**config.mk**
```make
export PLATFORM = sky130hd
export DESIGN_NAME = running_mean_stddev_3axis
export DESIGN_NICKNAME = d
export VERILOG_FILES = /design/src/rmsd3_pkg.sv /design/src/rmsd3_div.sv /design/src/rmsd3_sqrt.sv /design/src/rmsd3_ctrl.sv /design/src/rmsd3_dp.sv /design/src/running_mean_stddev_3axis.sv
export SDC_FILE = /design/constraint.sdc
export NUM_CORES = 2
export LEC_CHECK = 0
export ABC_AREA = 1
export BUFFER_PORTS_ARGS = -buffer_cell sky130_fd_sc_hd__buf_2
export CAP_MARGIN = 20
export CORE_UTILIZATION = 35
export DETAILED_ROUTE_END_ITERATION = 16
export GPL_ROUTABILITY_DRIVEN = 0
export PLACE_DENSITY_LB_ADDON = 0.08
export SYNTH_ARGS = -nofsm -noshare
export SYNTH_HDL_FRONTEND = slang
export SYNTH_SLANG_ARGS = --single-unit
```
**constraint.sdc**
```tcl
create_clock -name clk_i -period 13.3 [get_ports clk_i]
set_clock_uncertainty 0.1 [all_clocks]
set_input_delay 2.66 -clock clk_i [delete_from_list [all_inputs] [get_ports clk_i]]
set_output_delay 2.66 -clock clk_i [all_outputs]
set_load 0.01 [all_outputs]
```
**src/rmsd3_pkg.sv**
```systemverilog
// ----------------------------------------------------------------------------
// rmsd3_pkg: shared types and constants of the running mean / stddev block
// Holds the controller-to-datapath command and status words and the
// configuration register codes.
// ----------------------------------------------------------------------------
package rmsd3_pkg;

  localparam int AXES = 3;

  typedef logic [1:0] axis_t;

  // configuration register indexes
  localparam logic [1:0] CFG_SAMPLE_COUNT = 2'd0;
  localparam logic [1:0] CFG_BASIS_LIMIT  = 2'd1;

  localparam logic [7:0]  SAMPLE_COUNT_RST = 8'd255;
  localparam logic [14:0] BASIS_LIMIT_RST  = 15'd32767;

  localparam logic [23:0] SD_MAX = 24'hFFFFFF;
  localparam logic [47:0] SUM_MAX = 48'hFFFF_FFFF_FFFF;

  // commands from controller to datapath
  typedef struct packed {
    logic  cap_in;     // capture the input word, open the item
    logic  d1_calc;    // form |X - old mean|
    logic  div1_start; // divide the deviation by the count
    logic  mean_upd;   // form the new mean and second deviation
    logic  mul;        // multiply the two deviation magnitudes
    logic  sum_upd;    // update state, start the variance division
    logic  sqrt_start; // start the square root on the variance
    logic  sd_store;   // keep the standard deviation of this axis
    logic  out_load;   // load the output register, advance the count
    axis_t axis;
  } cmd_t;

  // status from datapath to controller
  typedef struct packed {
    logic div_done;
    logic sqrt_done;
  } sts_t;

endpackage

```
**src/rmsd3_div.sv**
```systemverilog
// ----------------------------------------------------------------------------
// rmsd3_div: restoring divider by an 8-bit count
// One quotient bit per cycle over the full dividend width.
// ----------------------------------------------------------------------------
module rmsd3_div #(
  parameter int DW = 56
) (
  input  logic          clk_i,
  input  logic          rst_ni,
  input  logic          start_i,
  input  logic [DW-1:0] dividend_i,
  input  logic [7:0]    divisor_i,
  output logic [DW-1:0] quotient_o,
  output logic          done_o
);

  localparam int CW = $clog2(DW + 1);

  logic [DW-1:0] quo_q, quo_d;
  logic [7:0]    rem_q, rem_d;
  logic [7:0]    dvs_q;
  logic [CW-1:0] cnt_q;
  logic          done_q;
  logic [8:0]    trial;
  logic          ge;

  // one restoring step
  always_comb begin
    trial = {rem_q, quo_q[DW-1]};
    ge    = trial >= {1'b0, dvs_q};
    rem_d = ge ? 8'(trial - {1'b0, dvs_q}) : trial[7:0];
    quo_d = {quo_q[DW-2:0], ge};
  end

  // hold control, advance the iteration
  always_ff @(posedge clk_i or negedge rst_ni) begin
    if (!rst_ni) begin
      cnt_q  <= '0;
      done_q <= 1'b0;
    end else begin
      done_q <= 1'b0;
      if (start_i) begin
        cnt_q <= CW'(DW);
      end else if (cnt_q != '0) begin
        cnt_q <= cnt_q - 1'b1;
        if (cnt_q == CW'(1)) done_q <= 1'b1;
      end
    end
  end

  // datapath words
  always_ff @(posedge clk_i) begin
    if (start_i) begin
      quo_q <= dividend_i;
      rem_q <= '0;
      dvs_q <= divisor_i;
    end else if (cnt_q != '0) begin
      quo_q <= quo_d;
      rem_q <= rem_d;
    end
  end

  assign quotient_o = quo_q;
  assign done_o     = done_q;

endmodule

```
**src/rmsd3_sqrt.sv**
```systemverilog
// ----------------------------------------------------------------------------
// rmsd3_sqrt: digit-by-digit integer square root
// Two radicand bits per cycle, floor of the root.
// ----------------------------------------------------------------------------
module rmsd3_sqrt #(
  parameter int VW = 56
) (
  input  logic                  clk_i,
  input  logic                  rst_ni,
  input  logic                  start_i,
  input  logic [VW-1:0]         value_i,
  output logic [(VW+1)/2-1:0]   root_o,
  output logic                  done_o
);

  localparam int RW  = (VW + 1) / 2;
  localparam int SQW = 2 * RW;
  localparam int CW  = $clog2(RW + 1);

  logic [SQW-1:0]  val_q;
  logic [RW+1:0]   rem_q, rem_d;
  logic [RW-1:0]   root_q, root_d;
  logic [CW-1:0]   cnt_q;
  logic            done_q;
  logic [RW+3:0]   rem_t;
  logic [RW+3:0]   trial;

  // one root digit
  always_comb begin
    rem_t = {rem_q, val_q[SQW-1 -: 2]};
    trial = {2'b00, root_q, 2'b01};
    if (rem_t >= trial) begin
      rem_d  = (RW+2)'(rem_t - trial);
      root_d = {root_q[RW-2:0], 1'b1};
    end else begin
      rem_d  = rem_t[RW+1:0];
      root_d = {root_q[RW-2:0], 1'b0};
    end
  end

  // hold control, advance the iteration
  always_ff @(posedge clk_i or negedge rst_ni) begin
    if (!rst_ni) begin
      cnt_q  <= '0;
      done_q <= 1'b0;
    end else begin
      done_q <= 1'b0;
      if (start_i) begin
        cnt_q <= CW'(RW);
      end else if (cnt_q != '0) begin
        cnt_q <= cnt_q - 1'b1;
        if (cnt_q == CW'(1)) done_q <= 1'b1;
      end
    end
  end

  always_ff @(posedge clk_i) begin
    if (start_i) begin
      val_q  <= SQW'(value_i);
      rem_q  <= '0;
      root_q <= '0;
    end else if (cnt_q != '0) begin
      val_q  <= {val_q[SQW-3:0], 2'b00};
      rem_q  <= rem_d;
      root_q <= root_d;
    end
  end

  assign root_o = root_q;
  assign done_o = done_q;

endmodule

```
**src/rmsd3_ctrl.sv**
```systemverilog
// ----------------------------------------------------------------------------
// rmsd3_ctrl: sequencer of the running mean / stddev block
// Steps each axis through deviation, division, mean, product, sum,
// variance division and square root, then hands the word to the output.
// ----------------------------------------------------------------------------
module rmsd3_ctrl (
  input  logic             clk_i,
  input  logic             rst_ni,
  input  logic             in_valid_i,
  output logic             in_stall_o,
  output logic             out_valid_o,
  input  logic             out_stall_i,
  input  rmsd3_pkg::sts_t  sts_i,
  output rmsd3_pkg::cmd_t  cmd_o
);

  import rmsd3_pkg::*;

  typedef enum logic [3:0] {
    S_IDLE, S_D1, S_DIVS, S_DIV1, S_MEAN, S_MUL, S_SUM, S_DIV2, S_SQRT, S_OUT
  } state_e;

  state_e state_q, state_d;
  axis_t  axis_q, axis_d;
  logic   out_valid_q, out_valid_d;
  logic   out_free;

  assign out_free = !out_valid_q || !out_stall_i;

  // decode commands and next state
  always_comb begin
    cmd_o       = '0;
    cmd_o.axis  = axis_q;
    state_d     = state_q;
    axis_d      = axis_q;
    out_valid_d = out_valid_q && out_stall_i;
    unique case (state_q)
      S_IDLE: begin
        if (in_valid_i) begin
          cmd_o.cap_in = 1'b1;
          axis_d       = '0;
          state_d      = S_D1;
        end
      end
      S_D1: begin
        cmd_o.d1_calc = 1'b1;
        state_d       = S_DIVS;
      end
      S_DIVS: begin
        cmd_o.div1_start = 1'b1;
        state_d          = S_DIV1;
      end
      S_DIV1: begin
        if (sts_i.div_done) state_d = S_MEAN;
      end
      S_MEAN: begin
        cmd_o.mean_upd = 1'b1;
        state_d        = S_MUL;
      end
      S_MUL: begin
        cmd_o.mul = 1'b1;
        state_d   = S_SUM;
      end
      S_SUM: begin
        cmd_o.sum_upd = 1'b1;
        state_d       = S_DIV2;
      end
      S_DIV2: begin
        if (sts_i.div_done) begin
          cmd_o.sqrt_start = 1'b1;
          state_d          = S_SQRT;
        end
      end
      S_SQRT: begin
        if (sts_i.sqrt_done) begin
          cmd_o.sd_store = 1'b1;
          if (axis_q == axis_t'(AXES - 1)) begin
            state_d = S_OUT;
          end else begin
            axis_d  = axis_q + 1'b1;
            state_d = S_D1;
          end
        end
      end
      S_OUT: begin
        if (out_free) begin
          cmd_o.out_load = 1'b1;
          out_valid_d    = 1'b1;
          state_d        = S_IDLE;
        end
      end
      default: state_d = S_IDLE;
    endcase
  end

  // hold state and registered outputs
  always_ff @(posedge clk_i or negedge rst_ni) begin
    if (!rst_ni) begin
      state_q     <= S_IDLE;
      axis_q      <= '0;
      out_valid_q <= 1'b0;
    end else begin
      state_q     <= state_d;
      axis_q      <= axis_d;
      out_valid_q <= out_valid_d;
    end
  end

  assign in_stall_o  = state_q != S_IDLE;
  assign out_valid_o = out_valid_q;

endmodule

```
**src/rmsd3_dp.sv**
```systemverilog
// ----------------------------------------------------------------------------
// rmsd3_dp: datapath of the running mean / stddev block
// Keeps run state and configuration, the shared divider and square root,
// per-axis results and the output register.
// ----------------------------------------------------------------------------
module rmsd3_dp #(
  parameter int FRACTION_BITS = 8
) (
  input  logic               clk_i,
  input  logic               rst_ni,
  input  rmsd3_pkg::cmd_t    cmd_i,
  output rmsd3_pkg::sts_t    sts_o,
  input  logic signed [15:0] accel_x_i,
  input  logic signed [15:0] accel_y_i,
  input  logic signed [15:0] accel_z_i,
  input  logic               restart_i,
  input  logic               cfg_we_i,
  input  logic [1:0]         cfg_index_i,
  input  logic [14:0]        cfg_data_i,
  output logic signed [23:0] mean_x_o,
  output logic signed [23:0] mean_y_o,
  output logic signed [23:0] mean_z_o,
  output logic [23:0]        stddev_x_o,
  output logic [23:0]        stddev_y_o,
  output logic [23:0]        stddev_z_o,
  output logic               done_res_o,
  output logic               basis_fault_o
);

  import rmsd3_pkg::*;

  localparam int F    = FRACTION_BITS;
  localparam int MW   = 16 + F;               // mean and scaled sample
  localparam int DVW  = 17 + F;               // deviation
  localparam int PW   = 2 * DVW;              // deviation product
  localparam int SHW  = PW - F;               // product after scaling
  localparam int SUMW = (SHW > 48 ? SHW : 48) + 1;
  localparam int DW   = 48 + F;               // divider width
  localparam int RW   = (DW + 1) / 2;         // root width

  // configuration
  logic [7:0]  sample_count_q;
  logic [14:0] basis_limit_q;

  // run state
  logic [7:0]           idx_q;
  logic signed [MW-1:0] mean_q [AXES];
  logic [47:0]          sum_q  [AXES];

  // item registers
  logic signed [15:0]    smp_q [AXES];
  logic                  clear_q;
  logic [7:0]            n_q;
  logic                  fault_q;
  logic [DVW-1:0]        mag_d1_q;
  logic                  neg_d1_q;
  logic signed [MW-1:0]  new_mean_q;
  logic [DVW-1:0]        mag_d2_q;
  logic [PW-1:0]         prod_q;
  logic signed [MW-1:0]  res_mean_q [AXES];
  logic [23:0]           res_sd_q   [AXES];

  // output register
  logic signed [23:0] out_mean_q [AXES];
  logic [23:0]        out_sd_q   [AXES];
  logic               out_done_q;
  logic               out_fault_q;

  // working signals
  logic signed [MW-1:0]  x_cur, mean_old, mean_new;
  logic signed [DVW-1:0] d1, d2;
  logic [47:0]           sum_old;
  logic [SUMW-1:0]       sum_wide;
  logic [47:0]           sum_new;
  logic [MW-1:0]         mag_new;
  logic                  fault_axis;
  logic                  div_start;
  logic [DW-1:0]         div_dividend, quotient;
  logic                  div_done, sqrt_done;
  logic [RW-1:0]         root;
  logic [23:0]           sd_sat;
  logic                  run_done;

  // select the current axis and form the arithmetic
  always_comb begin
    x_cur    = MW'(smp_q[cmd_i.axis]) <<< F;
    mean_old = clear_q ? '0 : mean_q[cmd_i.axis];
    sum_old  = clear_q ? '0 : sum_q[cmd_i.axis];
    d1       = DVW'(x_cur) - DVW'(mean_old);
    mean_new = neg_d1_q ? MW'(mean_old - $signed({1'b0, quotient[MW-1:0]}))
                        : MW'(mean_old + $signed({1'b0, quotient[MW-1:0]}));
    d2       = DVW'(x_cur) - DVW'(mean_new);
    sum_wide = SUMW'(sum_old) + SUMW'(prod_q >> F);
    sum_new  = (sum_wide > SUMW'(SUM_MAX)) ? SUM_MAX : sum_wide[47:0];
    mag_new  = new_mean_q[MW-1] ? MW'(-new_mean_q) : MW'(new_mean_q);
    fault_axis = (new_mean_q == '0) || (mag_new > (MW'(basis_limit_q) << F));
    div_start  = cmd_i.div1_start || cmd_i.sum_upd;
    div_dividend = cmd_i.sum_upd ? (DW'(sum_new) << F)
                                 : DW'(mag_d1_q) + DW'(n_q >> 1);
    sd_sat   = ({{24{1'b0}}, root} > {{RW{1'b0}}, SD_MAX}) ? SD_MAX : 24'(root);
    run_done = n_q >= sample_count_q;
  end

  // configuration and run count
  always_ff @(posedge clk_i or negedge rst_ni) begin
    if (!rst_ni) begin
      sample_count_q <= SAMPLE_COUNT_RST;
      basis_limit_q  <= BASIS_LIMIT_RST;
      idx_q          <= '0;
    end else begin
      if (cfg_we_i) begin
        unique case (cfg_index_i)
          CFG_SAMPLE_COUNT: sample_count_q <= cfg_data_i[7:0];
          CFG_BASIS_LIMIT:  basis_limit_q  <= cfg_data_i;
          default: ;
        endcase
      end
      if (cmd_i.out_load) idx_q <= run_done ? '0 : n_q;
    end
  end

  // item sequencing through the datapath
  always_ff @(posedge clk_i) begin
    if (cmd_i.cap_in) begin
      smp_q[0] <= accel_x_i;
      smp_q[1] <= accel_y_i;
      smp_q[2] <= accel_z_i;
      clear_q  <= restart_i || (idx_q == '0);
      n_q      <= ((restart_i || (idx_q == '0)) ? 8'd0 : idx_q) + 8'd1;
      fault_q  <= 1'b0;
    end
    if (cmd_i.d1_calc) begin
      neg_d1_q <= d1[DVW-1];
      mag_d1_q <= d1[DVW-1] ? DVW'(-d1) : DVW'(d1);
    end
    if (cmd_i.mean_upd) begin
      new_mean_q <= mean_new;
    end
    if (cmd_i.mul) begin
      prod_q <= PW'(mag_d2_q) * PW'(mag_d1_q);
    end
    if (cmd_i.sum_upd) begin
      mean_q[cmd_i.axis]     <= new_mean_q;
      sum_q[cmd_i.axis]      <= sum_new;
      res_mean_q[cmd_i.axis] <= new_mean_q;
      fault_q                <= fault_q || fault_axis;
    end
    if (cmd_i.sd_store) begin
      res_sd_q[cmd_i.axis] <= sd_sat;
    end
    if (cmd_i.out_load) begin
      for (int a = 0; a < AXES; a++) begin
        out_mean_q[a] <= 24'(res_mean_q[a]);
        out_sd_q[a]   <= res_sd_q[a];
      end
      out_done_q  <= run_done;
      out_fault_q <= run_done && fault_q;
    end
  end

  // second deviation, taken from the new mean as it is formed
  always_ff @(posedge clk_i) begin
    if (cmd_i.mean_upd) begin
      mag_d2_q <= d2[DVW-1] ? DVW'(-d2) : DVW'(d2);
    end
  end

  rmsd3_div #(
    .DW (DW)
  ) u_div (
    .clk_i      (clk_i),
    .rst_ni     (rst_ni),
    .start_i    (div_start),
    .dividend_i (div_dividend),
    .divisor_i  (n_q),
    .quotient_o (quotient),
    .done_o     (div_done)
  );

  rmsd3_sqrt #(
    .VW (DW)
  ) u_sqrt (
    .clk_i   (clk_i),
    .rst_ni  (rst_ni),
    .start_i (cmd_i.sqrt_start),
    .value_i (quotient),
    .root_o  (root),
    .done_o  (sqrt_done)
  );

  assign sts_o.div_done  = div_done;
  assign sts_o.sqrt_done = sqrt_done;

  assign mean_x_o      = out_mean_q[0];
  assign mean_y_o      = out_mean_q[1];
  assign mean_z_o      = out_mean_q[2];
  assign stddev_x_o    = out_sd_q[0];
  assign stddev_y_o    = out_sd_q[1];
  assign stddev_z_o    = out_sd_q[2];
  assign done_res_o    = out_done_q;
  assign basis_fault_o = out_fault_q;

endmodule

```
**src/running_mean_stddev_3axis.sv**
```systemverilog
// Accepts a new sample only after the last one is through; the axes share one
//   bit-serial divider (one quotient bit a cycle) and one square root (one root
//   bit a cycle), and a stalled result holds the next sample off.
// Reset clears the run count and the handshake, and loads the register defaults.
// ----------------------------------------------------------------------------
// running_mean_stddev_3axis: three-axis running mean and standard deviation
// Welford update per axis with end-of-run flag and mean range check.
// ----------------------------------------------------------------------------
module running_mean_stddev_3axis #(
  parameter int FRACTION_BITS = 8
) (
  input  logic               clk_i,
  input  logic               rst_ni,
  input  logic               in_valid_i,
  output logic               in_stall_o,
  input  logic signed [15:0] accel_x_i,
  input  logic signed [15:0] accel_y_i,
  input  logic signed [15:0] accel_z_i,
  input  logic               restart_i,
  output logic               out_valid_o,
  input  logic               out_stall_i,
  output logic signed [23:0] mean_x_o,
  output logic signed [23:0] mean_y_o,
  output logic signed [23:0] mean_z_o,
  output logic [23:0]        stddev_x_o,
  output logic [23:0]        stddev_y_o,
  output logic [23:0]        stddev_z_o,
  output logic               done_res_o,
  output logic               basis_fault_o,
  input  logic               cfg_valid_i,
  output logic               cfg_ready_o,
  input  logic [1:0]         cfg_index_i,
  input  logic [14:0]        cfg_data_i
);

  import rmsd3_pkg::*;

  cmd_t cmd;
  sts_t sts;

  // registers take a word in any cycle
  assign cfg_ready_o = 1'b1;

  rmsd3_ctrl u_ctrl (
    .clk_i       (clk_i),
    .rst_ni      (rst_ni),
    .in_valid_i  (in_valid_i),
    .in_stall_o  (in_stall_o),
    .out_valid_o (out_valid_o),
    .out_stall_i (out_stall_i),
    .sts_i       (sts),
    .cmd_o       (cmd)
  );

  rmsd3_dp #(
    .FRACTION_BITS (FRACTION_BITS)
  ) u_dp (
    .clk_i         (clk_i),
    .rst_ni        (rst_ni),
    .cmd_i         (cmd),
    .sts_o         (sts),
    .accel_x_i     (accel_x_i),
    .accel_y_i     (accel_y_i),
    .accel_z_i     (accel_z_i),
    .restart_i     (restart_i),
    .cfg_we_i      (cfg_valid_i),
    .cfg_index_i   (cfg_index_i),
    .cfg_data_i    (cfg_data_i),
    .mean_x_o      (mean_x_o),
    .mean_y_o      (mean_y_o),
    .mean_z_o      (mean_z_o),
    .stddev_x_o    (stddev_x_o),
    .stddev_y_o    (stddev_y_o),
    .stddev_z_o    (stddev_z_o),
    .done_res_o    (done_res_o),
    .basis_fault_o (basis_fault_o)
  );

endmodule
```
==> results.yml <==
routing:
  via_per_inst: 4.896
  drtIter0Drc: 3526
  routedWlPerCell_um: 20.10
  vias: 48042
  antenna_left: 0
  drc: 0
  routed_wl_um: 197200
  drtPass1Iterations: 5
final_layout:
  drive_gt1_share_pct: 7.272
  nets: 8317
  area_growth_pct: 10.97
synth:
  synth_flop_cell: "edfxtp_1"
  synthMuxAreaShare_pct: 0
  syn-mean-instance-area_um2: 8.840
  synth_cell_types: 68
  synth_top_family_by_area: "adder cells"
  synth_compound_area_share_pct: 8.006
  synthSimpleGateAreaFrac_pct: 16.14
  synth_cells: 7209
  syn-cell-area_mm2: 0.06373
  mappedNetlistNets: 8168
  synth_warnings: 0
  ys_seq_area_share_pct: 38.42
  synthAdderAreaFrac_pct: 23.67
  ys_seq_elements: 845
  synth_edf_count: 728
  async_flop_share_pct: 6.036
  synth_xor_area_share_pct: 2.980
global_routing:
  antenna_found_initial: 12
  grt_pass1_wl_um: 300800
  grt_usage_pct: 21.44
  gr-max-usage-layer: "met2"
  grt_pass1_vias: 49499
  gr-usage-met1_pct: 29.02
  use_met2_pct: 35.54
  grt_max_degree: 77
  grt_remaining_overflow: 0
  met3_usage_pct: 3.251
setup_path:
  critPathLaunch: "u_dp.mag_d1_q[18]$_DFFE_PP_"
  cp.required_ns: 13.66
  cp_cell_sequence: "buf_4 > nand2_1 > fa_1 > inv_1 > fa_1 > fa_1 > fa_1 > fa_1 > fa_1 > inv_1 > fa_1 > inv_1 > ha_1 > nand2_1 > nor2_1 > nand2_1 > inv_1 > nand2_1 > o21ai_0 > a21oi_1 > xnor2_1"
  cp_common_cell: "fa_1"
  arrival_ns: 7.84
  slowest_delay_ns: 0.72
  startpoint_type: "register"
  cp-end-kind: "register"
  crit_path_max_fanout: 25
  r2r_start: "u_dp.mag_d1_q[18]$_DFFE_PP_"
  cp.buffers_inverters: 5
  rr_worst_depth: 21
  worstSetupPathType: "reg -> reg"
  timing.rr.end: "u_dp.prod_q[39]$_DFFE_PP_"
  ff2ff_setup_slack_ns: 5.83
  crit_family: "adder cells"
  cp_slowest_cell: "fa_1"
status:
  status: "complete, no violations"
hold_path:
  min_path_cells: 0
  holdPathEnd: "u_dp.out_sd_q[0][45]$_DFFE_PP_"
  hold_path.class: "reg -> reg"
  hold_start: "u_dp.res_sd_q[1][21]$_DFFE_PP_"
floorplanning:
  die_w_um: 428.7
  fp.coreArea_mm2: 0.1807
  rows: 156
  die_area_mm2: 0.1838
  initial_core_util_pct: 35.26
  io_pins: 220
  die_y_um: 428.7
sta:
  slew_headroom_pct: 24.38
  max_slew.worst_pin.slew_ns: 1.122
  tns_ns: 0
  setup_viol: 0
  final_hold_viol_count: 0
  finalCriticalPeriod_ns: 7.471
  timing.fmax_ghz: 0.1339
  slew_viol_final: 0
  rsz0062_at_grt: "false"
  period_share_pct: 56.17
  fin_ws_ns: 5.829
clock_tree:
  cts-buffers-inserted: 96
  cts_setup_buffers: 0
  h-tree-depth: 3
  hold_buffers: 0
  cts_resized: 0
  insertion_delay_ns: 0.73
  root_buffer: "clkbuf_16"
  cts_tree: "built"
  clk_pin_slew_ns: 0.06
  clock-sinks: 845
  cts_buffer_depth: 3
placement:
  dpl_worst_slack_ns: 5.631
  dp_hpwl_um: 149200
  portBuffers: 218
run:
  maxCapViolations: 0
==> area by class of cell <==
type	count	area (um2)
antenna	2	5.005
multi-input combinational	4552	32470
fill	18446	110000
clock inverter	59	569.3
timing repair buffer	308	1810
clock buffer	121	2567
sequential	845	24490
tap	2370	2965
inverter	1555	5844
==> worst reg2reg max path, cell delays in order, from the launching register on <==
cell and delay, ns:
edfxtp_1 0.54, buf_4 0.45, nand2_1 0.17, fa_1 0.55
inv_1 0.05, fa_1 0.58, fa_1 0.49, fa_1 0.53
fa_1 0.53, fa_1 0.54, inv_1 0.05, fa_1 0.72
inv_1 0.09, ha_1 0.38, nand2_1 0.13, nor2_1 0.17
nand2_1 0.09, inv_1 0.08, nand2_1 0.05, o21ai_0 0.61
a21oi_1 0.19, xnor2_1 0.18
==> metrics by stage <==
step | cell area (um2) | std cells | util, % | hold slack, ns
3_5_place_dp | 67520 | 9627 | 37.35 | 0.3045
2_1_floorplan | 63730 | 7209 | - | 0.3003
6_report | 70720 | 9812 | 39.13 | 0.3126
3_3_place_gp | 67520 | 9627 | 37.35 | 0.3036
5_1_grt | 70720 | 9810 | 39.13 | 0.3215
4_1_cts | 70650 | 9807 | 39.09 | 0.3156
==> logic make-up after synthesis <==
group	count (synthesis)
other	1
flip-flops	845
buffers and inverters	1812
AND/OR/NAND/NOR	2537
adder cells (fa/ha/maj)	888
AO/OA/AOI/OAI	910
XOR/XNOR	216
==> Yosys cell counts (all sizes together), types with 53 or more instances <==
master  number  area [um2]
nor2       457        1758
xnor2       64       560.5
nand3      225        1141
clkbuf     210       788.3
o211ai      65       488.0
ha         359        4492
xor2       152        1339
nand2     1698        6406
edfxtp     728       21860
inv       1555        5839
o21ai      382        1931
nand4       53       337.8
fa         529       10590
a21oi      283        1420
dfxtp       66        1321
==> worst max path at each step <==
| stage | endpoint | slack [ns] | cells after the start |
|---|---|---|---|
| finish | u_dp.prod_q[39]$_DFFE_PP_ | 5.83 | 21 |
| global route | u_dp.mag_d2_q[17]$_DFFE_PP_ | 5.30 | 31 |
| CTS | u_dp.prod_q[40]$_DFFE_PP_ | 5.66 | 26 |
| detailed placement | u_dp.prod_q[40]$_DFFE_PP_ | 5.63 | 28 |
| global placement | u_dp.prod_q[40]$_DFFE_PP_ | 5.51 | 28 |
| floorplan | u_dp.idx_q[0]$_DFFE_PN0P_ | 5.47 | 5 |
==> layer usage <==
layer	vias to the layer above	part of all wire [%]
met1	23682	45
met3	257	5.1
met4	4	2.7
met5	-	0.014
li1	22991	-
met2	1108	47
==> flip-flops by register name (all words and copies together), names as in the netlist, 25 cells and up <==
name	flops
u_dp.sum_q	144
u_dp.u_sqrt.rem_q	30
u_dp.res_sd_q	72
u_dp.out_sd_q	72
u_dp.prod_q	42
u_dp.u_sqrt.root_o	28
u_dp.u_div.quotient_o	56
u_dp.mag_d1_q	25
u_dp.res_mean_q	48
u_dp.u_sqrt.val_q	56
u_dp.out_mean_q	72
u_dp.smp_q	48
==> cells in the final DEF, fill, tap and decap left out, types with 26 or more instances in the layout <==
cell,n
o211ai_1,65
xnor2_1,64
inv_1,1545
nor3_1,45
ha_1,359
fa_1,529
buf_4,87
a21oi_1,282
buf_2,218
edfxtp_1,728
dfxtp_1,66
dfrtp_1,26
nand4_1,52
nand3_1,221
nor2_1,437
o21ai_0,368
xor2_1,151
clkbuf_16,97
nand2_1,1686
a31oi_1,45
o22ai_1,46
Power is left out: the tool's default activity adds up to more than one toggle a clock period on the data nets, which glitch-free logic cannot reach.
